$ cat src/rtl/lwbe_pkg.sv
`timescale 1ns / 1ps
`default_nettype none

package lwbe_pkg;

  // Field widths
  localparam int X_WIDTH   = 16;
  localparam int Q_WIDTH   = 16;
  localparam int W_WIDTH   = 18;
  localparam int REM_WIDTH = Q_WIDTH + 1;

  // Square root pipeline: four stages of four digits each
  localparam int SQRT_STAGES     = 4;
  localparam int STEPS_PER_STAGE = 4;

  // Horner chain
  localparam int POLY_DEGREE = 8;
  // Integer bits above the binary point for the accumulator (|acc| < 32, plus margin)
  localparam int ACC_IBITS   = 8;

  // Output saturation limits, Q2.16
  localparam int W_MAX = 131071;
  localparam int W_MIN = -131072;

  // Series coefficients, round(c * 2^32)
  localparam logic signed [63:0] COEF_Q32 [0:POLY_DEGREE] = '{
    -64'sd4294967296,
     64'sd10014334647,
    -64'sd7783287703,
     64'sd8317767301,
    -64'sd10108425442,
     64'sd13172058681,
    -64'sd17932929853,
     64'sd25160020339,
    -64'sd36082158627
  };

  // Square root working set carried between stages
  typedef struct packed {
    logic [X_WIDTH-1:0]   xs;    // digits not yet consumed, MSB first
    logic [REM_WIDTH-1:0] rem;   // partial remainder
    logic [Q_WIDTH-1:0]   root;  // partial root
  } sqrt_pl_t;

  // Coefficient k in Q(frac), rounded half toward +inf from Q32
  function automatic logic signed [63:0] coef_fixed(input int k, input int frac);
    int                 s;
    logic signed [63:0] half;
    s    = 32 - frac;
    half = 64'sd1 <<< (s - 1);
    return (COEF_Q32[k] + half) >>> s;
  endfunction

endpackage

`default_nettype wire

$ cat src/rtl/lwbe_out_stage.sv
`timescale 1ns / 1ps
`default_nettype none

module lwbe_out_stage
  import lwbe_pkg::*;
#(
  parameter int FRAC_BITS = 16
) (
  input  wire logic                                  clk,
  input  wire logic                                  rst_n,
  input  wire logic                                  valid_i,
  output logic                                       ready_o,
  input  wire logic signed [FRAC_BITS+ACC_IBITS-1:0] acc_i,
  output logic                                       out_valid,
  input  wire logic                                  out_ready,
  output logic signed [W_WIDTH-1:0]                  out_w_value
);

  localparam int AW = FRAC_BITS + ACC_IBITS;
  localparam int WW = AW + 5;

  localparam logic signed [WW-1:0] WMAX_W = WW'(W_MAX);
  localparam logic signed [WW-1:0] WMIN_W = WW'(W_MIN);

  logic                      v_r;
  logic signed [W_WIDTH-1:0] w_r;
  logic signed [W_WIDTH-1:0] w_nxt;
  logic signed [WW-1:0]      accx;
  logic signed [WW-1:0]      wide;

  assign accx = {{(WW-AW){acc_i[AW-1]}}, acc_i};

  // Bring the accumulator to Q16
  generate
    if (FRAC_BITS > 16) begin : g_down
      localparam int SH = FRAC_BITS - 16;
      localparam logic signed [WW-1:0] RNDO = WW'(1) <<< (SH - 1);
      assign wide = (accx + RNDO) >>> SH;
    end else if (FRAC_BITS < 16) begin : g_up
      assign wide = accx <<< (16 - FRAC_BITS);
    end else begin : g_same
      assign wide = accx;
    end
  endgenerate

  // Saturate to the Q2.16 field
  always_comb begin
    if (wide > WMAX_W) begin
      w_nxt = WMAX_W[W_WIDTH-1:0];
    end else if (wide < WMIN_W) begin
      w_nxt = WMIN_W[W_WIDTH-1:0];
    end else begin
      w_nxt = wide[W_WIDTH-1:0];
    end
  end

  // Output register
  assign ready_o = !v_r || out_ready;

  always_ff @(posedge clk) begin
    if (!rst_n) begin
      v_r <= 1'b0;
    end else if (ready_o) begin
      v_r <= valid_i;
    end
  end

  always_ff @(posedge clk) begin
    if (ready_o && valid_i) begin
      w_r <= w_nxt;
    end
  end

  assign out_valid   = v_r;
  assign out_w_value = w_r;

endmodule

`default_nettype wire

$ cat config.mk
export PLATFORM = sky130hd
export DESIGN_NAME = lwbe_out_stage
export DESIGN_NICKNAME = d
export VERILOG_FILES = /design/src/rtl/lwbe_pkg.sv /design/src/rtl/lwbe_out_stage.sv
export SDC_FILE = /design/constraint.sdc
export NUM_CORES = 1
export LEC_CHECK = 0
export BUFFER_PORTS_ARGS = -buffer_cell sky130_fd_sc_hd__clkbuf_2
export CORE_MARGIN = 4
export CORE_UTILIZATION = 40
export DETAILED_ROUTE_END_ITERATION = 8
export PLACE_DENSITY = 0.76
export SLEW_MARGIN = 20
export SYNTH_ARGS = -nofsm -noshare
export SYNTH_HDL_FRONTEND = slang
export SYNTH_SLANG_ARGS = --single-unit
$ cat constraint.sdc
create_clock -name clk -period 2.4 [get_ports clk]
set_input_delay 0.12 -clock clk [delete_from_list [all_inputs] [get_ports clk]]
set_output_delay 0.12 -clock clk [all_outputs]
set_load 0.005 [all_outputs]
After elaboration in Yosys (flattened, before gate mapping)
Index checks and enable logic that the tools add are counted. Widths: inputs -> output; s select.

Register bits: 19. Input bits: 28. Output and inout bits: 20.

$lt $le $gt $ge: 2. Muxes and demuxes: 1. Reduce and logical (&&, ||, !) cells: 3.

Operator list (number): $gt 24x18->1 const B (1); $lt 24x18->1 const B (1); $mux 18 (1); $logic_and 1x1->1 (1); $logic_not 1->1 (1); $logic_or 1x1->1 (1).

Logic depth before layout (Yosys ltp)
Gate-level depths: netlist of run 1.

Depth in word-level cells: 3. Gate-level depth with buffers: 5. Depth with buffers taken out: 3.

Worst setup path before layout of run 1
No wires, ideal clock.

Path type: input -> register. Start point: input port acc_i[21]. End point: register w_r[0], in the netlist out_w_value[0] (data pin). Cell stages on the path: 5. Slack: 1.022 ns. Arrival time: 1.114 ns. Path through: or4_4 -> buf_6 -> buf_12 -> nor4_2 -> o2bb2ai_1.

Longest elaborated chain between the ends: 2. Elaborated cells between the ends (all ways): 3.

Ends and longest elaborated chain: start: declaration (RTL line lwbe_out_stage.sv:13) `input wire logic signed [FRAC_BITS+ACC_IBITS-1:0] acc_i,`; $lt 24x18->1 (RTL line lwbe_out_stage.sv:50) `end else if (wide < WMIN_W) begin`; $mux 18 (RTL line lwbe_out_stage.sv:50); end signal: assignment (RTL line lwbe_out_stage.sv:70) `w_r <= w_nxt;`; end: declaration (RTL line lwbe_out_stage.sv:26) `logic signed [W_WIDTH-1:0] w_r;`.

Parallel ways exist; a longest one is shown, timed or not. A chain may end at the register's enable or synchronous reset.

Worst setup path after layout of run 1
Start point: register v_r, in the netlist out_valid. End point: register w_r[9], in the netlist out_w_value[9] (enable).

Longest elaborated chain between the ends: 3.

Ends and longest elaborated chain: start: declaration (RTL line lwbe_out_stage.sv:25) `logic v_r;`; start signal: assignment (RTL line lwbe_out_stage.sv:64) `v_r <= valid_i;`; $logic_not 1->1 (RTL line lwbe_out_stage.sv:58) `assign ready_o = !v_r || out_ready;`; $logic_or 1x1->1 (RTL line lwbe_out_stage.sv:58); $logic_and 1x1->1 (RTL line lwbe_out_stage.sv:69) `if (ready_o && valid_i) begin`.

Every way passes these cells.

==> results of run 1 <==
==> final cells by class <==
type,count,area [um2],share of cell area
Timing Repair Buffer,48,243,0.196
Tap cell,28,35.0,0.0283
Sequential cell,19,561,0.452
Inverter,1,3.75,0.00303
Multi-Input combinational cell,41,372,0.300
Clock buffer,4,26.3,0.0212
==> kinds of logic (layout without fill, tap and decap cells) <==
logic type | after synthesis | count (layout) | synth area share
buffers and inverters | 11 | 53 | 0.0734
AND/OR/NAND/NOR | 23 | 23 | 0.214
flip-flops | 19 | 19 | 0.557
AO/OA/AOI/OAI | 18 | 18 | 0.155
==> power by group <==
group	switching, uW	internal [uW]	total [uW]
clock network	92.1	64.5	157
registers	5.06	386	392
logic	55.9	36.8	92.7
==> cells in the mapped netlist (3+ instances only) <==
cell type / instances
o2bb2ai_1: 17
buf_2: 4
nor4_2: 9
edfxtp_1: 18
nor4_1: 7
clkbuf_1: 3
==> layout by cell type, fill, tap and decap left out, drive strengths merged <==
cell type,instances
nor2,1
edfxtp,18
clkbuf,51
dfxtp,1
nand2,1
o2bb2ai,17
inv,1
nand4,1
nor4,17
nand2b,1
buf,1
and2,1
or4,1
a21boi,1
==> worst max-delay path by stage <==
stage | startpoint | to | slack (ps) | cells past startpoint
after floorplan | acc_i[21] | out_w_value[0]$_SDFFCE_PN1P_ | 1020 | 5
after global placement | acc_i[22] | out_w_value[9]$_SDFFCE_PN1P_ | 840 | 5
after detailed placement | acc_i[22] | out_w_value[6]$_SDFFCE_PN1P_ | 800 | 5
after CTS | out_valid$_SDFFE_PN0N_ | out_w_value[9]$_SDFFCE_PN1P_ | 920 | 2
after global routing | out_valid$_SDFFE_PN0N_ | out_w_value[9]$_SDFFCE_PN1P_ | 850 | 2
final | out_valid$_SDFFE_PN0N_ | out_w_value[9]$_SDFFCE_PN1P_ | 950 | 2
==> registers in the layout, summed over array words and instances (netlist names) <==
register	cells
out_valid	1
out_w_value	18
==> per-stage QoR <==
step	instance area, um2	utilization	std cells	total power (uW)	setup WS (ps)
2_1_floorplan	1010	-	71	443	1020
3_3_place_gp	1210	0.528	137	489	839
3_5_place_dp	1210	0.528	137	493	799
4_1_cts	1240	0.540	141	646	922
5_1_grt	1240	0.540	141	674	846
6_report	1240	0.540	141	641	945
==> per-layer routing <==
layer	global-route usage	vias up	routed length, um	share of wire
met2	0.265	26	1250	0.57
met3	0.0223	2	146	0.067
met1	0.145	379	760	0.35
li1	-	381	-	-
met5	0	-	0	0
met4	0.0662	0	27	0.012
==> worst max-delay path: stages (launching register included) <==
cell,delay [ps]
dfxtp_1,330
nand2b_1,90
and2_1,670
==> impl_metrics.ini, run 1 <==
[synthesis]
synthCells = 71
yosysSeqAreaShare = 0.557
synth_seq_cells = 19
yosys-top-cells-area = edfxtp_1 54%, o2bb2ai_1 15%, nor4_2 11%
synth_top_area_cell = edfxtp_1
avgSynthCellArea_um2 = 14.2
async_flop_share = 0
synth_fp_nets = 99
synth-edff-count = 18
synth_area_um2 = 1010
synth_top_area_share = 0.537
synth_flop_cell = edfxtp_1
ys_warn_count = 0
yosys.cell_types.count = 19

[sta]
skew_ps = 4.96
holdWs_ps = 56.2
tightest_slew_ps = 814
period_share = 0.606
fin_setup_tns_ps = 0
hold_viol = 0
fmax_mhz = 687
rsz0062_at_grt = no
setup_viol = 0
slew_headroom = 0.457
final_max_slew_viol_count = 0
period_needed_ps = 1450

[outcome]
status = completed

[cts]
cts-root-buf = clkbuf_4
cts_setup_buffers = 0
cts_tree = built
clkLatencyLatePin_ps = 280
clock_path_buffers = 2
cts_hold_buf = 0
clk_pin_slew_ps = 110
htree_num_levels = 1
cts_resized = 0
clkSinkCount = 19
numCtsBuffers = 3

[floorplanning]
die_h_um = 58.2
ios = 48
rows = 17
die_w_um = 58.2
dieArea_um2 = 3380
start_util = 0.438
core_um2 = 2300

[drt]
drt-pass1-iter-count = 5
avgViaCountPerCell = 5.59
drcViolationCount = 0
ant_nets = 0
wl_per_cell_um = 15.5
dr.first_iter.drc_count = 25
wl_mm = 2.19
num_vias = 788

[min_path]
hp-class = input port to flip-flop
holdPathEnd = out_valid$_SDFFE_PN0N_
min_from = rst_n
worstHoldPathCells = 2

[critical_path]
cp.required_ps = 2320
r2r-start = out_valid$_SDFFE_PN0N_
r2r_setup_slack_ps = 950
end_kind = flip-flop
r2r_cells = 2
worstSetupPathType = flip-flop to flip-flop
r2r-end = out_w_value[9]$_SDFFCE_PN1P_
cp-start-kind = flip-flop
arrival_ps = 1380
critical_path.max_fanout = 18

[grt]
grt_pass1_vias = 831
grt_max_degree = 19
antenna_found_initial = 0
grt_usage = 0.138
grt_first_pass_wirelength_mm = 3.64
gr-total-overflow = 0

[layout]
fill_cells = 199
area_growth_pct = 23.3
fin_nets = 142
drive_gt1_frac = 0.549
n_antenna_cell = 0

[power_and_ir_drop]
p_leak_uw = 0.000449
vdd_ir_drop_max_mv = 0.232
powerDensity_nw_per_um2 = 517

[placed_design]
dp_hpwl_mm = 1.66
finalWeightedCongestion = 0.753
port_buffers = 47

[flow_run]
max-cap-violations = 0
(Power assumes the default switching activity.)
==> run 2, diff against run 1 <==
PLACE_DENSITY = 0.78   (was 0.76)
clock period = 1.3 ns   (was 2.4 ns; I/O delays follow)
==> impl_metrics.ini, run 2 (synthesis results as in run 1) <==
[grt]
gr-total-overflow = 0
grt_max_degree = 19
antenna_found_initial = 0
grt_pass1_vias = 835
grt_first_pass_wirelength_mm = 3.68
grt_usage = 0.142

[layout]
seqCellArea_um2 = 561
n_antenna_cell = 0
final_cell_mix = 47 x clkbuf_2, 18 x edfxtp_1, 17 x o2bb2ai_1
layout.cells.most_common = clkbuf_2
fin_cells = 145
drive_gt1_frac = 0.547
stdcell_area_um2 = 1290
area_growth_pct = 28.0
largest_reg_flops = 18
multiInputGateArea_um2 = 372
fin_nets = 146
fill_cells = 197

[power_and_ir_drop]
switching_share = 0.244
p_seq_frac = 0.597
powerDensity_nw_per_um2 = 939
p_switching_uw = 295
power.share.clock = 0.246
p_int_uw = 914
fin_total_pwr_uw = 1210
vdd_ir_drop_max_mv = 0.520
combPwrFrac = 0.157
p_leak_uw = 0.000476

[min_path]
hp-class = input port to flip-flop
min_from = acc_i[8]

[cts]
clock_path_buffers = 2
clkSinkCount = 19
cts_tree = built
htree_num_levels = 1
clk_pin_slew_ps = 110
cts-root-buf = clkbuf_4
clkLatencyLatePin_ps = 290
numCtsBuffers = 3

[critical_path]
worstSetupPathType = flip-flop to flip-flop
end_kind = flip-flop
cp-start-kind = flip-flop
max_stage_delay_ps = 550
r2r-start = out_valid$_SDFFE_PN0N_
cp.required_ps = 1540
worstPathCellList = nand2b_1 -> a21boi_1 -> dlygate4sd3_1
path_buf_inv = 1
startpoint = out_valid$_SDFFE_PN0N_
arrival_ps = 1410
critical_path.max_fanout = 3
crit_slowest_cell = dlygate4sd3_1
critPathTopFamily = buffers and inverters

[sta]
setup_viol = 0
fin_ws_ps = 135
fin_setup_tns_ps = 0
fmax_mhz = 858
slew_headroom = 0.658
tightest_slew_ps = 513
period_share = 0.896
hold_viol = 0
period_needed_ps = 1160
rsz0062_at_grt = no
final_max_slew_viol_count = 0
skew_ps = 4.27

[outcome]
status = completed

[drt]
wl_per_cell_um = 16.1
num_vias = 803
dr.first_iter.drc_count = 19
wl_mm = 2.34
ant_nets = 0
avgViaCountPerCell = 5.54
drcViolationCount = 0
drt-pass1-iter-count = 4

[floorplanning]
dieArea_um2 = 3380
die_w_um = 58.2
rows = 17
start_util = 0.438
core_um2 = 2300
die_h_um = 58.2
ios = 48

[placed_design]
placed_area_um2 = 1240
dp_cells = 139
dp_hpwl_mm = 1.71
finalWeightedCongestion = 0.703
dp_slack_ps = -144
port_buffers = 47

[flow_run]
max-cap-violations = 0
[run 2: changes by cell type in the layout (fill, tap and decap cells not counted), sizes merged]
| cell | delta |
|---|---|
| dlygate4sd3 | +2 |
| buf | +2 |
[run 2: path summary, 6_finish.rpt]
| path | to | cells past startpoint | slack [ps] |
|---|---|---|---|
| max | out_valid$_SDFFE_PN0N_ | 3 | 140 |
| max reg2reg | out_valid$_SDFFE_PN0N_ | 3 | 140 |
| min reg2reg | out_w_value[7]$_SDFFCE_PN1P_ | 3 | 900 |
| min | out_w_value[8]$_SDFFCE_PN1P_ | 2 | 60 |
[run 2: what timing repair did]
item,in CTS,in global routing
hold buffers,2,0
setup buffers,0,0
endpoints found under the hold margin,1,0
resized for setup,0,1
endpoints found under the setup margin,0,1
[run 2: area by class of cell]
class | count | area share
inverter | 1 | 0.00292
multi-input combinational | 41 | 0.289
timing repair buffer | 52 | 0.225
clock buffer | 4 | 0.0204
sequential | 19 | 0.435
tap | 28 | 0.0272
[run 2: power by group through the flow]
| stage | Sequential, uW | Clock (uW) | Combinational, uW |
|---|---|---|---|
| after floorplan | 742 | 0 | 77.1 |
| after global placement | 735 | 0 | 176 |
| after detailed placement | 737 | 0 | 184 |
| after CTS | 723 | 303 | 189 |
| after global routing | 725 | 335 | 207 |
| final | 722 | 297 | 189 |
[run 2: layer usage]
metal / track usage / vias to the layer above / part of all wire
li1: - / 390 / -
met1: 0.147 / 383 / 0.36
met2: 0.285 / 28 / 0.58
met3: 0.0111 / 2 / 0.052
met4: 0.0629 / 0 / 0.0098
met5: 0 / - / 0
[run 2: metrics by stage]
step	hold slack, ps	utilization
4_1_cts	53.4	0.560
3_3_place_gp	298	0.540
6_report	64.1	0.560
3_5_place_dp	315	0.540
2_1_floorplan	204	-
5_1_grt	63.1	0.560
