### src/rtl/lwbe_pkg.sv
`timescale 1ns / 1ps
`default_nettype none

package lwbe_pkg;

  // Field widths
  localparam int X_WIDTH   = 16;
  localparam int Q_WIDTH   = 16;
  localparam int W_WIDTH   = 18;
  localparam int REM_WIDTH = Q_WIDTH + 1;

  // Square root pipeline: four stages of four digits each
  localparam int SQRT_STAGES     = 4;
  localparam int STEPS_PER_STAGE = 4;

  // Horner chain
  localparam int POLY_DEGREE = 8;
  // Integer bits above the binary point for the accumulator (|acc| < 32, plus margin)
  localparam int ACC_IBITS   = 8;

  // Output saturation limits, Q2.16
  localparam int W_MAX = 131071;
  localparam int W_MIN = -131072;

  // Series coefficients, round(c * 2^32)
  localparam logic signed [63:0] COEF_Q32 [0:POLY_DEGREE] = '{
    -64'sd4294967296,
     64'sd10014334647,
    -64'sd7783287703,
     64'sd8317767301,
    -64'sd10108425442,
     64'sd13172058681,
    -64'sd17932929853,
     64'sd25160020339,
    -64'sd36082158627
  };

  // Square root working set carried between stages
  typedef struct packed {
    logic [X_WIDTH-1:0]   xs;    // digits not yet consumed, MSB first
    logic [REM_WIDTH-1:0] rem;   // partial remainder
    logic [Q_WIDTH-1:0]   root;  // partial root
  } sqrt_pl_t;

  // Coefficient k in Q(frac), rounded half toward +inf from Q32
  function automatic logic signed [63:0] coef_fixed(input int k, input int frac);
    int                 s;
    logic signed [63:0] half;
    s    = 32 - frac;
    half = 64'sd1 <<< (s - 1);
    return (COEF_Q32[k] + half) >>> s;
  endfunction

endpackage

`default_nettype wire

### src/rtl/lwbe_sqrt_stage.sv
`timescale 1ns / 1ps
`default_nettype none

module lwbe_sqrt_stage
  import lwbe_pkg::*;
(
  input  wire logic     clk,
  input  wire logic     rst_n,
  input  wire logic     valid_i,
  output logic          ready_o,
  input  wire sqrt_pl_t pl_i,
  output logic          valid_o,
  input  wire logic     ready_i,
  output sqrt_pl_t      pl_o
);

  logic     v_r;
  sqrt_pl_t pl_r;
  sqrt_pl_t pl_nxt;

  // Four restoring square-root digits
  always_comb begin
    logic [X_WIDTH-1:0]   xs;
    logic [REM_WIDTH-1:0] rem;
    logic [Q_WIDTH-1:0]   root;
    logic [REM_WIDTH+1:0] remw;
    logic [REM_WIDTH+1:0] trial;
    xs   = pl_i.xs;
    rem  = pl_i.rem;
    root = pl_i.root;
    for (int n = 0; n < STEPS_PER_STAGE; n++) begin
      remw  = {rem, xs[X_WIDTH-1 -: 2]};
      trial = {1'b0, root, 2'b01};
      if (remw >= trial) begin
        remw = remw - trial;
        root = {root[Q_WIDTH-2:0], 1'b1};
      end else begin
        root = {root[Q_WIDTH-2:0], 1'b0};
      end
      rem = remw[REM_WIDTH-1:0];
      xs  = {xs[X_WIDTH-3:0], 2'b00};
    end
    pl_nxt.xs   = xs;
    pl_nxt.rem  = rem;
    pl_nxt.root = root;
  end

  // Stage register; a bubble can be filled while downstream stalls
  assign ready_o = !v_r || ready_i;

  always_ff @(posedge clk) begin
    if (!rst_n) begin
      v_r <= 1'b0;
    end else if (ready_o) begin
      v_r <= valid_i;
    end
  end

  always_ff @(posedge clk) begin
    if (ready_o && valid_i) begin
      pl_r <= pl_nxt;
    end
  end

  assign valid_o = v_r;
  assign pl_o    = pl_r;

endmodule

`default_nettype wire

### config.mk
export PLATFORM = sky130hd
export DESIGN_NAME = lwbe_sqrt_stage
export DESIGN_NICKNAME = d
export VERILOG_FILES = /design/src/rtl/lwbe_pkg.sv /design/src/rtl/lwbe_sqrt_stage.sv
export SDC_FILE = /design/constraint.sdc
export NUM_CORES = 1
export LEC_CHECK = 0
export BUFFER_PORTS_ARGS = -buffer_cell sky130_fd_sc_hd__buf_2
export CAP_MARGIN = 10
export CORE_ASPECT_RATIO = 0.8
export CORE_MARGIN = 10
export CORE_UTILIZATION = 38
export DETAILED_ROUTE_END_ITERATION = 10
export SYNTH_ARGS = -nofsm -noshare
export SYNTH_HDL_FRONTEND = slang
export SYNTH_SLANG_ARGS = --single-unit
### constraint.sdc
create_clock -name clk -period 12.4 [get_ports clk]
set_clock_uncertainty 0.2 [all_clocks]
set_input_delay 2.48 -clock clk [delete_from_list [all_inputs] [get_ports clk]]
set_output_delay 2.48 -clock clk [all_outputs]
set_load 0.1 [all_outputs]
# == Word level (Yosys, flattened, before mapping) ==
# Cells that the tools add are included.
# classes
n_addsub,4
n_lt_le_gt_ge,4
mux,8
n_reduce_logical,3
# op_table
operator,n
19-bit by 18-bit greater-or-equal comparator with 1-bit output,4
17-bit 2-to-1 mux,4
17-bit subtractor,4
1-bit 2-to-1 mux,4
1-bit logical AND,1
1-bit zero test,1
1-bit logical OR,1
# totals
reg_bits,42
inputBits,53
out_inout_bits,51
word_cells,23

# == Depth between registers and ports, before layout ==
# Gate-level depths: netlist (run 1).
# depth
depth_word,8
depth_mapped,56
depth_no_buf,48

# == Least setup slack after synthesis (run 1) ==
# Ideal clock, no wire load.
# synth_path
path_type,input-to-reg
start,input port pl_i[0] (netlist name)
end,"register pl_r, in the netlist pl_o[26], data pin"
setup_ps,260
arrival_time_ps,11337
required_ps,11940
setup_slack_ps,603
cell_stages,45
n_path_buf,7
cell_sequence,inv_1 > ha_1 > o211ai_1 > o21ai_1 > o31ai_1 > a21bo_2 > nand2_1 > clkbuf_1 > inv_1 > clkbuf_1 > o21ai_0 > ha_1 > nand4_2 > nor4_2 > a21oi_1 > and3_1 > o22ai_1 > a21o_1 > (+9 left out) > a31oi_4 > nand4b_2 > nand2_2 > buf_1 > mux2_2 > ha_1 > nand3_1 > nor2_1 > nand2_1 > o211a_1 > o21a_1 > a21oi_1 > o21ai_1 > and2_1 > buf_4 > inv_2 > buf_6 > mux2_4
# synth_rtl
item,line,source
from (decl),lwbe_sqrt_stage.sv:11,"input wire sqrt_pl_t pl_i,"
to (signal assigned),lwbe_sqrt_stage.sv:61,pl_r <= pl_nxt;
to (decl),lwbe_sqrt_stage.sv:18,sqrt_pl_t pl_r;

==> impl_metrics.ini, run 1 <==
[outcome]
outcome = finished clean

[timing]
setup_slack_ns = 0.7500
slew_headroom_pct = 34.49
period_needed_ns = 11.65
tns_ns = 0
finalHoldViolations = 0
timing.hold.ws_ns = 0.3339
fin_crit_sh_pct = 93.95
rsz0062_at_grt = false
maxSlewViolCount = 0
worstMarginPinSlew_ns = 0.9827
setup_viol = 0
max_freq_mhz = 85.84

[synth]
synthCells = 715
syn_area_um2 = 5782
yosysSeqAreaShare_pct = 21.64
synth_edf_count = 41
ys_warn_count = 0
synth.distinct_cells = 77
ys_ff_latch = 42
synth_ff_type = edfxtp_1
async_flop_share_pct = 0
synthesis.area_per_instance_um2 = 8.086

[power]
peakVddDrop_v = 0.0001331
powerDensity_nw_per_um2 = 329.2
leakage_uw = 0.003167

[clocking]
ctsHtreeMaxLevel = 2
clock_path_buffers = 2
clk_pin_slew_ns = 0.06
numClockSinks = 42
tritoncts = built
numCtsBuffers = 5
cts-root-buf = clkbuf_16
clk_latency_ns = 0.29

[layout]
instances_no_fill = 1026
most-common-layout-cells = 95 x buf_2, 78 x a21oi_1, 72 x ha_1, 63 x nand2_1, 57 x nor2_1
drive_gt1_share_pct = 22.22
antenna_cells = 0
nets = 961
nFillCells = 1529
area_growth_syn_to_layout_pct = 18.44
final_common_cell = buf_2

[worst_setup_path]
critPathMaxFanout = 16
crit_type = input port to flip-flop
slowest_delay_ns = 0.42
crit_path_frequent_cell = a21o_1
worstPathArrival_ns = 11.49
slowest_stage = o31ai_2
crit_path_end_kind = flip-flop
cp.required_ns = 12.24
cp-start-kind = input port

[routing]
wl_um = 18160
drc_errors = 0
viasPerCell = 5.512
dr.pass1.iters = 5
drt-initial-drc-count = 502
routedWlPerCell_um = 17.70
antenna_left = 0
num_vias = 5655

[grt]
grt_first_pass_wirelength_um = 28980
grt.total_usage_pct = 17.44
grt_overflow = 0
grt_busiest_layer = met2
globalRouteMet1Util_pct = 25.30
antenna_found_initial = 0
grt_pass1_vias = 5518
grt_util_met2_pct = 26.80
grt_max_degree = 42
grt_use_met3_pct = 2.829

[place]
port_buffers = 95
hpwl_um = 15030
place_ws_ns = 0.05809
dp.cells = 1016
place.gp.congestion = 0.9192

[floorplan]
row_count = 40
io_pins = 104
die_area_um2 = 20580
design.core.area_um2 = 14960
start_util_pct = 38.64
die_h_um = 130.3
die_x_um = 157.9

[flow_run]
drv_cap = 0

[min_path]
hold_path.class = flip-flop to flip-flop
-- worst max-delay path, delay by kind of cell --
kind	cells	cell delay, ns
XOR/XNOR	1	0.10
buffers and inverters	5	0.68
multiplexers	3	0.94
adder cells (fa/ha/maj)	4	1.42
AO/OA/AOI/OAI	17	3.64
AND/OR/NAND/NOR	14	2.21
-- state kept, by name, indices dropped and copies added (netlist names) --
register  cells
pl_o         41
valid_o       1
-- synth_stat cells (4+ instances only) --
library cell,count,area (um2)
inv_1,42,157.7
nor2b_1,10,62.56
nand2b_1,10,62.56
and3_1,7,43.79
o31ai_1,5,37.54
a21oi_1,79,395.4
buf_4,9,67.56
a211o_1,4,35.03
buf_2,4,20.02
nand4_1,8,50.05
a211oi_1,6,45.04
or3_1,6,37.54
mux2_2,7,78.83
o21ai_0,37,185.2
and2_1,6,37.54
a31o_2,5,43.79
a31oi_1,8,50.05
ha_1,72,900.9
o21a_1,8,60.06
clkbuf_1,11,41.29
nor3_1,17,85.08
mux2i_1,4,40.04
xnor2_1,38,332.8
nor4_1,4,25.02
edfxtp_1,41,1231
xor2_1,17,148.9
nand2_1,63,236.5
nand3_1,15,75.07
a21o_1,29,217.7
o21bai_1,9,67.56
o21ai_1,6,30.03
nor2_1,58,217.7
-- per-stage QoR --
stage	area [um2]	total power (uW)	utilization, %
global route	6848	2443	45.76
finish	6848	2254	45.76
detailed placement	6644	2069	44.40
floorplan	5808	1704	-
CTS	6793	2222	45.39
global placement	6644	2078	44.40
-- timing repair --
item / CTS / global route
gates resized for setup: 0 / 14
buffers inserted: 0 / 2
setup endpoints to repair: 0 / 18
hold endpoints to repair: 0 / 0
hold buffers: 0 / 0
-- worst paths after layout --
kind / start / to / slack, ns / depth (start not counted)
min reg2reg: valid_o / valid_o / 0.33 / 2
min: valid_o / valid_o / 0.33 / 2
max reg2reg: valid_o / pl_o[3] / 10.59 / 2
max: pl_i[0] / pl_o[21] / 0.75 / 44
-- cell families after synthesis --
kind of cell,Yosys count,share of synthesized area [%]
simple gates,222,18.94
flops,42,21.64
xor+xnor,55,8.331
buf+inv,74,5.908
compound gates,233,26.32
other cells,1,0.06486
mux,16,3.224
fa+ha+maj,72,15.58
-- power by group --
part	internal, uW	switching [uW]	total (uW)
logic	700	1160	1860
registers	248	8.35	256
clock network	75.3	59.8	135
-- routing by layer --
metal	vias to the layer above	share of wire [%]
met5	-	0
met1	2613	50
met3	10	5.6
met4	0	0.75
met2	165	44
li1	2867	-
-- layout make-up --
cell class                      instances  area, um2  share of cell area, %
Multi-Input combinational cell        606       4252                  62.09
Timing Repair Buffer                  136      783.3                  11.44
Clock buffer                            5      125.1                  1.827
Clock inverter                          3      23.77                 0.3472
Inverter                               45      176.4                  2.576
Tap cell                              189      236.5                  3.453
Sequential cell                        42       1251                  18.27
Note: power is estimated with default switching activity, not from simulation.
==> inputs of run 2 (changes only) <==
--- a/config.mk
+++ b/config.mk
@@ -7,10 +7,11 @@
 export LEC_CHECK = 0
 export BUFFER_PORTS_ARGS = -buffer_cell sky130_fd_sc_hd__buf_2
 export CAP_MARGIN = 10
-export CORE_ASPECT_RATIO = 0.8
+export CORE_ASPECT_RATIO = 1.2
 export CORE_MARGIN = 10
 export CORE_UTILIZATION = 38
 export DETAILED_ROUTE_END_ITERATION = 10
+export RECOVER_POWER = 100
 export SYNTH_ARGS = -nofsm -noshare
 export SYNTH_HDL_FRONTEND = slang
 export SYNTH_SLANG_ARGS = --single-unit
==> run 2 against run 1 <==
Against the previous run: the run now ends with max-capacitance violations, max-slew violations left; cell area is 1.1% lower; critical path depth is 5 higher; sequential share of layout area is 0.20 points higher; wire length is 3.3% lower; first-iteration DRC count is 20% lower; power is 1.5% lower; hold slack worse by 0.0033 ns; clock power is 9% higher; non-clock buffer count is 10 lower; sequential cell count stayed put.
==> impl_metrics.ini, run 2 (synthesis gave the netlist of run 1 again) <==
[place]
port_buffers = 95
hpwl_um = 14990
dp.cells = 1019
place.gp.congestion = 0.9484
postPlaceCellArea_um2 = 6573

[floorplan]
die_h_um = 155.1
row_count = 49
die_area_um2 = 20570
io_pins = 104
die_x_um = 132.6
design.core.area_um2 = 14960
start_util_pct = 38.65

[layout]
instances_no_fill = 1031
fin_area_um2 = 6774
final_common_cell = a21oi_1
nets = 951
area_growth_syn_to_layout_pct = 17.16
most-common-layout-cells = 77 x a21oi_1, 69 x ha_1, 63 x nand2_1, 57 x nor2_1, 50 x buf_2
drive_gt1_share_pct = 15.96
antenna_cells = 0
largest_reg_flops = 41

[routing]
viasPerCell = 5.407
drt-initial-drc-count = 402
num_vias = 5575
drc_errors = 0
wl_um = 17560
antenna_left = 0
routedWlPerCell_um = 17.03
dr.pass1.iters = 5

[grt]
grt.total_usage_pct = 16.19
grt_pass1_vias = 5548
antenna_found_initial = 0
grt_overflow = 0
grt_first_pass_wirelength_um = 27880
grt_max_degree = 42

[timing]
slew_headroom_pct = -67.03
worstMarginPinSlew_ns = 2.504
max_freq_mhz = 84.78
period_needed_ns = 11.80
setup_viol = 0
maxSlewViolCount = 42
tns_ns = 0
finalHoldViolations = 0
fin_crit_sh_pct = 95.12

[clocking]
tritoncts = built
clk_pin_slew_ns = 0.06
numClockSinks = 42
clock_path_buffers = 2
cts_hold_buf = 0
numCtsBuffers = 5
ctsHtreeMaxLevel = 2
clk_latency_ns = 0.28
cts-root-buf = clkbuf_16

[worst_setup_path]
crit_path_frequent_cell = a21o_1
slowest_stage = a222oi_1
critPathMaxFanout = 14
cp.required_ns = 12.23
crit_path_end_kind = flip-flop
worstPathArrival_ns = 11.63
crit_type = input port to flip-flop
slowest_delay_ns = 0.46
cp-start-kind = input port

[outcome]
violations = max-capacitance violations, max-slew violations
outcome = finished, violations left

[power]
leakage_uw = 0.003007
peakVddDrop_v = 0.0001082
powerDensity_nw_per_um2 = 327.7

[min_path]
hold_path.class = flip-flop to flip-flop

[flow_run]
drv_cap = 1
[run 2: changes by cell type in the layout (fill, tap and decap cells not counted), moves of 2 or more]
cell      delta
ha_2         +3
and2_2       -2
buf_4       -10
o21ai_1      -2
buf_2       -45
clkbuf_1    +46
ha_1         -3
[run 2: worst paths after layout]
| path | startpoint | to | slack, ns | depth (start not counted) |
|---|---|---|---|---|
| worst max register to register | valid_o | pl_o[47] | 9.53 | 2 |
| worst min-delay path | valid_o | valid_o | 0.33 | 2 |
| worst max-delay path | pl_i[7] | pl_o[23] | 0.60 | 49 |
| worst min register to register | valid_o | valid_o | 0.33 | 2 |
[run 2: critical path, delay by kind of cell]
kind / cells / cell delay, ns
buffers and inverters: 6 / 0.85
adder cells (fa/ha/maj): 4 / 1.40
AO/OA/AOI/OAI: 23 / 4.39
XOR/XNOR: 1 / 0.08
AND/OR/NAND/NOR: 14 / 2.05
multiplexers: 1 / 0.31
[run 2: through the flow]
stage,hold WS (ns),total power [uW],util [%],worst slack (ns)
2_1_floorplan,1.579,1704,-,0.6028
3_3_place_gp,0.3117,2045,43.94,-0.2063
3_5_place_dp,0.3317,2044,43.94,-0.1351
4_1_cts,0.3386,2203,45.05,0.1072
5_1_grt,0.3961,2396,45.28,-0.01215
6_report,0.3306,2220,45.28,0.6046
[run 2: layer usage]
| metal | wire, um | track usage, % |
|---|---|---|
| met4 | 263 | 3.882 |
| met2 | 8526 | 29.38 |
| met1 | 8002 | 19.37 |
| met5 | 0 | 0 |
| met3 | 770 | 2.674 |
[run 2: report_power, final]
part           internal, uW  leakage (uW)  switching (uW)
combinational           679       0.00253            1140
clock                  95.0     0.0000771            52.3
sequential              249      0.000402            7.77
[run 2: cell type report]
cell class                      instances  area (um2)
Clock buffer                            6       128.9
Multi-Input combinational cell        606        4273
Sequential cell                        42        1251
Clock inverter                          2       37.54
Inverter                               45       176.4
Tap cell                              204       255.2
Fill cell                            1579        8185
Timing Repair Buffer                  126       651.9
[run 2: what timing repair did]
action / CTS / global route
endpoints found under the setup margin: 0 / 18
buffers inserted: 0 / 4
gates resized for setup: 0 / 20
