$ cat src/rtl/lwbe_pkg.sv
`timescale 1ns / 1ps
`default_nettype none

package lwbe_pkg;

  // Field widths
  localparam int X_WIDTH   = 16;
  localparam int Q_WIDTH   = 16;
  localparam int W_WIDTH   = 18;
  localparam int REM_WIDTH = Q_WIDTH + 1;

  // Square root pipeline: four stages of four digits each
  localparam int SQRT_STAGES     = 4;
  localparam int STEPS_PER_STAGE = 4;

  // Horner chain
  localparam int POLY_DEGREE = 8;
  // Integer bits above the binary point for the accumulator (|acc| < 32, plus margin)
  localparam int ACC_IBITS   = 8;

  // Output saturation limits, Q2.16
  localparam int W_MAX = 131071;
  localparam int W_MIN = -131072;

  // Series coefficients, round(c * 2^32)
  localparam logic signed [63:0] COEF_Q32 [0:POLY_DEGREE] = '{
    -64'sd4294967296,
     64'sd10014334647,
    -64'sd7783287703,
     64'sd8317767301,
    -64'sd10108425442,
     64'sd13172058681,
    -64'sd17932929853,
     64'sd25160020339,
    -64'sd36082158627
  };

  // Square root working set carried between stages
  typedef struct packed {
    logic [X_WIDTH-1:0]   xs;    // digits not yet consumed, MSB first
    logic [REM_WIDTH-1:0] rem;   // partial remainder
    logic [Q_WIDTH-1:0]   root;  // partial root
  } sqrt_pl_t;

  // Coefficient k in Q(frac), rounded half toward +inf from Q32
  function automatic logic signed [63:0] coef_fixed(input int k, input int frac);
    int                 s;
    logic signed [63:0] half;
    s    = 32 - frac;
    half = 64'sd1 <<< (s - 1);
    return (COEF_Q32[k] + half) >>> s;
  endfunction

endpackage

`default_nettype wire

$ cat src/rtl/lwbe_horner_stage.sv
`timescale 1ns / 1ps
`default_nettype none

module lwbe_horner_stage
  import lwbe_pkg::*;
#(
  parameter int FRAC_BITS = 16,
  parameter int K         = 7
) (
  input  wire logic                             clk,
  input  wire logic                             rst_n,
  input  wire logic                             valid_i,
  output logic                                  ready_o,
  input  wire logic signed [FRAC_BITS+ACC_IBITS-1:0] acc_i,
  input  wire logic [Q_WIDTH-1:0]               q_i,
  output logic                                  valid_o,
  input  wire logic                             ready_i,
  output logic signed [FRAC_BITS+ACC_IBITS-1:0] acc_o,
  output logic [Q_WIDTH-1:0]                    q_o
);

  localparam int AW = FRAC_BITS + ACC_IBITS;
  localparam int PW = AW + Q_WIDTH + 1;

  localparam logic signed [63:0]   CK64 = coef_fixed(K, FRAC_BITS);
  localparam logic signed [AW-1:0] CK   = CK64[AW-1:0];
  localparam logic signed [PW-1:0] RND  = PW'(1) <<< (Q_WIDTH - 1);

  logic                 v_r;
  logic signed [AW-1:0] acc_r;
  logic signed [AW-1:0] acc_nxt;
  logic [Q_WIDTH-1:0]   q_r;
  logic signed [PW-1:0] prod;
  logic signed [PW-1:0] prod_sh;

  // acc*q, rounded half up back to Q(FRAC_BITS), plus next coefficient
  assign prod    = PW'(acc_i) * PW'($signed({1'b0, q_i}));
  assign prod_sh = (prod + RND) >>> Q_WIDTH;
  assign acc_nxt = prod_sh[AW-1:0] + CK;

  assign ready_o = !v_r || ready_i;

  always_ff @(posedge clk) begin
    if (!rst_n) begin
      v_r <= 1'b0;
    end else if (ready_o) begin
      v_r <= valid_i;
    end
  end

  always_ff @(posedge clk) begin
    if (ready_o && valid_i) begin
      acc_r <= acc_nxt;
      q_r   <= q_i;
    end
  end

  assign valid_o = v_r;
  assign acc_o   = acc_r;
  assign q_o     = q_r;

endmodule

`default_nettype wire

$ cat config.mk
export PLATFORM = sky130hd
export DESIGN_NAME = lwbe_horner_stage
export DESIGN_NICKNAME = d
export VERILOG_FILES = /design/src/rtl/lwbe_pkg.sv /design/src/rtl/lwbe_horner_stage.sv
export SDC_FILE = /design/constraint.sdc
export NUM_CORES = 1
export LEC_CHECK = 0
export BUFFER_PORTS_ARGS = -buffer_cell sky130_fd_sc_hd__buf_2
export CORE_UTILIZATION = 46
export CTS_BUF_LIST = sky130_fd_sc_hd__clkbuf_16
export DETAILED_ROUTE_END_ITERATION = 8
export PLACE_DENSITY = 0.68
export SLEW_MARGIN = 20
export SYNTH_ARGS = -nofsm -noshare
export SYNTH_HDL_FRONTEND = slang
export SYNTH_SLANG_ARGS = --single-unit
export TNS_END_PERCENT = 50
$ cat constraint.sdc
create_clock -name clk -period 9.2 [get_ports clk]
set_clock_uncertainty 0.15 [all_clocks]
set_input_delay 1.84 -clock clk [delete_from_list [all_inputs] [get_ports clk]]
set_output_delay 1.84 -clock clk [all_outputs]
set_load 0.1 [all_outputs]
# Yosys cells after proc, flatten, opt, wreduce, memory -nomap -nowiden
# Index checks and enable logic that the tools add are counted.
# op_classes
n_lt_le_gt_ge	0
mux	0
n_reduce_logical	3
addsub	2
n_bitwise	0
div	0
eq_ne	0
mul	1
shift	0
# ops
op	n
40-bit by 17-bit adder with 40-bit output, second input constant	1
24-bit by 17-bit multiplier with 40-bit output	1
24-bit by 19-bit adder with 24-bit output, second input constant	1
1-bit logical AND	1
1-bit logical NOT	1
1-bit logical OR	1
# word_totals
rom_bits	0
input_bits	44
n_memories	0
latchBits	0
register_bits	41
wordCells	9
ramBits	0

# Depth between registers and ports, before layout
# Gate-level depths: netlist of run 1.
# logic_depth
word_depth	3
ltp_mapped	29

# Worst setup path after synthesis of run 1
# No wires, ideal clock.
# synth_path
path_type	input to register
start	input acc_i[11]
end	register acc_r[18] (netlist: acc_o[18]), data pin
setup_time_ns	0.260
n_path_buf	1
t_required_ns	8.790
t_arrival_ns	8.143
stages	25
path_slack_ns	0.647
cell_sequence	clkbuf_1 -> and2_1 -> fa_1 -> inv_1 -> fa_1 -> fa_1 -> inv_1 -> fa_1 -> fa_1 -> inv_1 -> fa_1 -> inv_1 -> ha_1 -> and2_1 -> and3_2 -> o21ai_1 -> o221ai_1 -> xor2_1 -> a211o_1 -> o311a_1 -> or2_4 -> nor2_4 -> o21ai_2 -> a221o_1 -> xnor2_1
# synth_via
elab_chain_len	3
# synth_lines
element	line_no	rtl
from (decl)	lwbe_horner_stage.sv:14	input wire logic signed [FRAC_BITS+ACC_IBITS-1:0] acc_i,
24-bit by 17-bit multiplier with 40-bit output	lwbe_horner_stage.sv:37	assign prod = PW'(acc_i) * PW'($signed({1'b0, q_i}));
40-bit by 17-bit adder with 40-bit output	lwbe_horner_stage.sv:38	assign prod_sh = (prod + RND) >>> Q_WIDTH;
24-bit by 19-bit adder with 24-bit output	lwbe_horner_stage.sv:39	assign acc_nxt = prod_sh[AW-1:0] + CK;
named net acc_nxt[18]	lwbe_horner_stage.sv:31	logic signed [AW-1:0] acc_nxt;
to (signal assigned)	lwbe_horner_stage.sv:53	acc_r <= acc_nxt;
to (decl)	lwbe_horner_stage.sv:30	logic signed [AW-1:0] acc_r;
# The timed path passes the listed nets, and every way through them passes these cells.
# A chain may end at the register's enable or synchronous reset.

# Worst setup path in the final report of run 1
# layout_path
start	input q_i[5]
end	register acc_r[23] (netlist: acc_o[23]), data pin
# layout_via
elab_chain_len	3
# layout_lines
element	line_no	rtl
from (decl)	lwbe_horner_stage.sv:15	input wire logic [Q_WIDTH-1:0] q_i,
24-bit by 17-bit multiplier with 40-bit output	lwbe_horner_stage.sv:37	
40-bit by 17-bit adder with 40-bit output	lwbe_horner_stage.sv:38	
24-bit by 19-bit adder with 24-bit output	lwbe_horner_stage.sv:39	
named net acc_nxt[23]	lwbe_horner_stage.sv:31	
# The timed path passes the listed nets, and every way through them passes these cells.

==> results of run 1 <==
## per-layer routing
metal / vias to the layer above / wire (µm) / track usage, %
li1: 5294 / - / -
met5: - / 0 / 0
met4: 0 / 1840 / 10.6
met2: 281 / 21000 / 45.3
met1: 6076 / 15300 / 27.4
met3: 91 / 1480 / 3.08
## kinds of logic after synthesis
kind of cell,Yosys count
mux,2
fa+ha+maj,487
flops,41
buf+inv,560
xor+xnor,43
compound gates,129
simple gates,503
## stage by stage
stage	instances	util [%]	worst slack, ns	hold slack [ns]
2_1_floorplan	1765	-	0.647	1.63
3_3_place_gp	2272	49.7	0.122	0.351
3_5_place_dp	2272	49.7	0.0110	0.374
4_1_cts	2280	50.3	0.377	0.385
5_1_grt	2280	50.3	0.0154	0.433
6_report	2280	50.3	0.370	0.387
## critical path, stage by stage
cell and delay, ns:
buf_2 0.25, and2_1 0.26, fa_1 0.55, inv_1 0.05, fa_1 0.45, fa_1 0.52, inv_1 0.06, fa_1 0.50
fa_1 0.49, inv_1 0.05, fa_1 0.52, inv_1 0.05, ha_1 0.36, a21oi_4 0.24, nand2_1 0.09, a221oi_2 0.40
nand2_1 0.10, o311a_1 0.41, o311a_1 0.17, a211o_1 0.36, a311o_1 0.39, a21oi_2 0.23, or3_1 0.15, nand3_1 0.10
xnor2_1 0.14
## registers in the layout, summed over array words and instances, names as in the netlist
| name | cells |
|---|---|
| valid_o | 1 |
| acc_o | 24 |
| q_o | 16 |
## final timing paths
path,endpoint,start,depth (start not counted)
min,valid_o$_SDFFE_PN0N_,valid_o$_SDFFE_PN0N_,2
max,acc_o[23]$_DFFE_PP_,q_i[5],25
min reg2reg,valid_o$_SDFFE_PN0N_,valid_o$_SDFFE_PN0N_,2
max reg2reg,acc_o[2]$_DFFE_PP_,valid_o$_SDFFE_PN0N_,3
## layout by cell type (no fill, tap or decap), drive strengths merged, types with 3 or more instances in the layout
master  instances
o311ai          4
a211o           4
buf           119
nand3           5
or3             4
xor2           12
and3            5
clkbuf          5
a211oi          5
ha            116
o22ai           3
nand2         185
nand2b          8
xnor2          31
or2             5
and2          235
inv           494
fa            371
a21o           14
a31oi           4
o21ai          27
nor3           10
nor2           24
o211ai          5
nand4           9
nor2b           3
o311a           3
nor4            4
o21a            4
edfxtp         40
a21oi          34
a311oi          3
## cell type report
type	instances	area (µm²)	share of cell area, %
inverter	493	1850	10.6
tap	455	569	3.27
clock inverter	3	68.8	0.395
sequential	41	1220	7.02
multi-input combinational	1164	12900	74.1
clock buffer	5	125	0.719
timing repair buffer	119	681	3.91
## cells in the mapped netlist (4+ instances only)
library cell  instances
or3_1                 4
nand2b_1              8
o21a_1                4
a211oi_1              4
o211ai_1              5
nor4_1                4
nand2_1             185
xor2_1               12
o21ai_1               5
clkbuf_1             61
a21o_1               12
o21ai_0              21
a211o_1               4
buf_2                 4
nand4_1               9
and2_1              234
a21oi_1              28
edfxtp_1             40
and3_1                4
ha_1                116
nand3_1               5
xnor2_1              30
inv_1               493
nor3_1               10
fa_1                371
nor2_1               22
==> key figures, run 1 <==
Placement
  • Area post-placement: approximately 0.017 mm²
  • Final HPWL from detailed placement: about 33 mm
  • GPL Wtd Cong: ~0.9
  • Number of port buffers: between 80 and 90

Die
  • Die footprint: 0.0360 mm²
  • Std-Cell Rows: 68
  • Die Wd: between 150 and 200 µm
  • CORE AREA: about 0.035 mm²
  • Die height: 190 µm
  • Starting Density: between 40% and 50%
  • I/O pin cnt: 86

STA
  • Final Cycle Share: between 90% and 100%
  • Fmax: 0.113 GHz
  • Sum of negative setup slack: 0 ns
  • Max Slew Vio Count: 0
  • RSZ-0062 raised after global routing: false
  • Post-layout min period: roughly 8.8 ns
  • Final number of setup-violating endpoints: 0
  • Final Hold Violating Endpoints: 0
  • Worst slew pin tran: between 0.6 and 0.7 ns
  • Slew headroom: between 50 and 60%

Synth
  • Synthesized net count: around 2300
  • Synth cell types: between 70 and 80
  • Prevailing post-synth register cell: edfxtp_1
  • Mux share of post-synthesis cell area: less than 1%
  • Adder-Cell Fraction of Synth Area: roughly 55%
  • Sequential element share of the synthesized area: about 7.5%
  • Ys Warns: 0
  • Synth Instances: between 1500 and 2000
  • Top-area cell type share of the netlist area: between 40 and 50%
  • XOR/XNOR Fraction of Synth Area: 2.37%
  • Area of the mapped netlist: between 0.015 and 0.02 mm²
  • Area leader, netlist: fa_1
  • Largest family of logic cells by synthesized area: adder cells
  • Compound-Gate Fraction of Synth Area: under 10%
  • Asr flop ratio synth: 0%
  • Synth Register Bits: 41
  • Post-Synth Simple-Gate Area: between 15 and 20%
  • Average cell area after synthesis: ~9.2 µm²
  • Synth top area cells: fa_1, inv_1, and2_1
  • Post-synth EDFFs: 40

Setup path
  • Worst path arrival time: approximately 8.8 ns
  • CP Launch Type: input port
  • Crit path required time: ~9 ns
  • Critical path class: in -> reg
  • R2r setup slk: between 7 and 8 ns
  • CP max FO: 25
  • Crit. End Element: flop

Drt
  • Number of vias per cell: just over 5
  • ANT nets after route: 0
  • Drt wl/cell: 17.4 µm
  • WL final: approximately 40 mm
  • Initial DRC count: between 500 and 600
  • DR pass1 iterations: 5
  • DRC violations left: 0
  • DR vias: 11700

Clock network
  • Hold-fix buffers, CTS: 0
  • Clk root buf: clkbuf_16
  • Clock transition at path regs: roughly 0.08 ns
  • CTS sink cnt: 41
  • Post-cts resize count: 0
  • CTS buffer count: 5
  • Worst skew pair latency: about 0.33 ns
  • Post-CTS setup buffer count: 0
  • CTS tree: yes
  • H-tree depth: 2
  • Max clock buf depth: 2

GRT
  • Initial antenna violation count: 0
  • Largest net degree at the start of global routing: 41
  • Vias in the first global route: about 13000
  • Total global-route track usage: around 24%
  • Total grt overflow: 0
  • First-pass GRT wire length: 67.2 mm

Outcome
  • Status: finished clean

Final layout
  • Layout cell share with drive strength beyond 1: between 8 and 9%
  • N_diodes: 0
  • Layout area overhead: 7.23%
  • Post-route cell area: 0.0174 mm²
  • Nets: roughly 2400
  • Filler cells: between 3000 and 4000

Worst hold path
  • Path type of the worst min-delay path: reg -> reg

Run
  • Max Cap Violations: 0
Power of run 1 is not shown: default switching activity piles up to over one toggle a cycle in this logic, so the estimate is an artifact.
==> run 2, diff against run 1 <==
--- a/config.mk
+++ b/config.mk
@@ -5,7 +5,7 @@
 export SDC_FILE = /design/constraint.sdc
 export NUM_CORES = 1
 export LEC_CHECK = 0
-export BUFFER_PORTS_ARGS = -buffer_cell sky130_fd_sc_hd__buf_2
+export BUFFER_PORTS_ARGS = -buffer_cell sky130_fd_sc_hd__clkbuf_2
 export CORE_UTILIZATION = 46
 export CTS_BUF_LIST = sky130_fd_sc_hd__clkbuf_16
 export DETAILED_ROUTE_END_ITERATION = 8
==> key figures, run 2 (same netlist as run 1, synthesis figures left out) <==
STA
  • Fmax: 0.113 GHz (+0.13%)
  • Worst slew pin tran: 0.677 ns (+0.00566 ns)
  • RSZ-0062 raised after global routing: false
  • Final number of setup-violating endpoints: 0 (unchanged)
  • Setup ws final: 0.381 ns (+0.0112 ns)
  • Sum of negative setup slack: 0 ns (unchanged)
  • Hold_ws: 0.394 ns (+0.00713 ns)
  • Final Hold Violating Endpoints: 0 (unchanged)
  • Post-layout min period: 8.82 ns (-0.0112 ns)
  • Max Slew Vio Count: 0 (unchanged)
  • Slew headroom: 54.9% (-0.38 points)
  • Final Cycle Share: 95.9% (-0.12 points)

Drt
  • Drt wl/cell: 17.7 µm (+2.0%)
  • DRC violations left: 0 (unchanged)
  • DR vias: 11800 (+0.42%)
  • DR pass1 iterations: 5 (unchanged)
  • Number of vias per cell: 5.12 (-0.50%)
  • WL final: 40.7 mm (+3.0%)
  • Initial DRC count: 533 (+3.1%)
  • ANT nets after route: 0 (unchanged)

Die
  • I/O pin cnt: 86 (unchanged)
  • CORE AREA: 0.0346 mm² (unchanged)
  • Die footprint: 0.0360 mm² (unchanged)
  • Die height: 190 µm (unchanged)
  • Starting Density: 46.9% (unchanged)
  • Die Wd: 190 µm (unchanged)
  • Std-Cell Rows: 68 (unchanged)

Clock network
  • Hold-fix buffers, CTS: 0 (unchanged)
  • Post-cts resize count: 0 (unchanged)
  • CTS tree: yes
  • CTS buffer count: 5 (unchanged)
  • H-tree depth: 2 (unchanged)
  • Post-CTS setup buffer count: 0 (unchanged)
  • Max clock buf depth: 2 (unchanged)
  • Worst skew pair latency: 0.33 ns (about the same)
  • Clk root buf: clkbuf_16
  • Clock transition at path regs: 0.09 ns (about the same)
  • CTS sink cnt: 41 (unchanged)

Outcome
  • Status: finished clean

Final layout
  • Final Util: 50.7% (+0.39 points)
  • Layout area overhead: 8.07%
  • Most frequent cells in the layout: inv_1, fa_1, and2_1, nand2_1, ha_1
  • Filler cells: 3271 (+1.8%)
  • Max reg flops: 24 (unchanged)
  • Layout cell share with drive strength beyond 1: 9.59% (+1.0 points)
  • Nets: 2375 (+0.85%)
  • Most common cell after layout, fill and taps aside: inv_1

GRT
  • Total grt overflow: 0 (unchanged)
  • First-pass GRT wire length: 68.7 mm (+2.2%)
  • Busiest layer in global routing: met2
  • GR Layer Usage met3: 3.63% (+0.55 points)
  • Met1 GRT Util: 28.1% (+0.71 points)
  • Vias in the first global route: 13600 (+1.3%)
  • M2 GR Usage: 46.4% (+1.2 points)
  • Initial antenna violation count: 0 (unchanged)
  • Largest net degree at the start of global routing: 41 (unchanged)
  • Total global-route track usage: 24.9% (+0.67 points)

Setup path
  • Crit path required time: 9.15 ns (about the same)
  • CP dominant cell by count: fa_1
  • Critical path class: in -> reg
  • Top cell family by delay on the critical path: adder cells
  • CP Launch Type: input port
  • Crit. End Element: flop
  • Bufs and invs on worst path: 5 (unchanged)
  • CP max FO: 18 (-28%)
  • Slowest stage cell on the critical path: fa_1
  • Worst path arrival time: 8.76 ns (about the same)
  • Crit path largest cell delay: 0.52 ns (-0.03 ns)

Run
  • Max Cap Violations: 0 (unchanged)

Placement
  • GPL Wtd Cong: 0.885 (-1.6%)
  • Final HPWL from detailed placement: 33.6 mm (+3.4%)
  • Number of port buffers: 85 (unchanged)
  • DP Worst Slack: 0.00449 ns (-0.00653 ns)

Worst hold path
  • Path type of the worst min-delay path: reg -> reg
## run 2: path summary, 6_finish.rpt
kind / start / end / slack, ns / cells after the start
worst min register to register: valid_o$_SDFFE_PN0N_ / valid_o$_SDFFE_PN0N_ / 0.39 / 2
worst max register to register: valid_o$_SDFFE_PN0N_ / q_o[4]$_DFFE_PP_ / 7.54 / 3
worst min-delay path: valid_o$_SDFFE_PN0N_ / valid_o$_SDFFE_PN0N_ / 0.39 / 2
worst max-delay path: q_i[6] / acc_o[18]$_DFFE_PP_ / 0.38 / 25
## run 2: tightest hold or removal path, stage by stage (launching register included)
cell      delay [ns]
dfxtp_1         0.32
nand2b_1        0.10
a21boi_0        0.08
## run 2: stage by stage
| stage | instance area, µm² | std cells |
|---|---|---|
| after global placement | 17400 | 2292 |
| final | 17500 | 2301 |
| after CTS | 17500 | 2300 |
| after detailed placement | 17400 | 2292 |
| after floorplan | 16200 | 1765 |
| after global routing | 17500 | 2300 |
## run 2: metal layers
metal	part of all wire [%]	vias up	routed length [µm]
li1	-	5335	-
met1	38	6044	15600
met2	53	314	21700
met3	4.4	98	1780
met4	4.0	0	1630
met5	0	-	0
## run 2: final cells by class
class	count	area (µm²)	area share, %
Clock inverter	3	46.3	0.264
Inverter	493	1850	10.5
Timing Repair Buffer	139	831	4.74
Tap cell	455	569	3.24
Multi-Input combinational cell	1164	12900	73.5
Antenna cell	1	2.50	0.0143
Clock buffer	5	125	0.713
Sequential cell	41	1220	6.96
Power of run 2 is left out for the same reason.
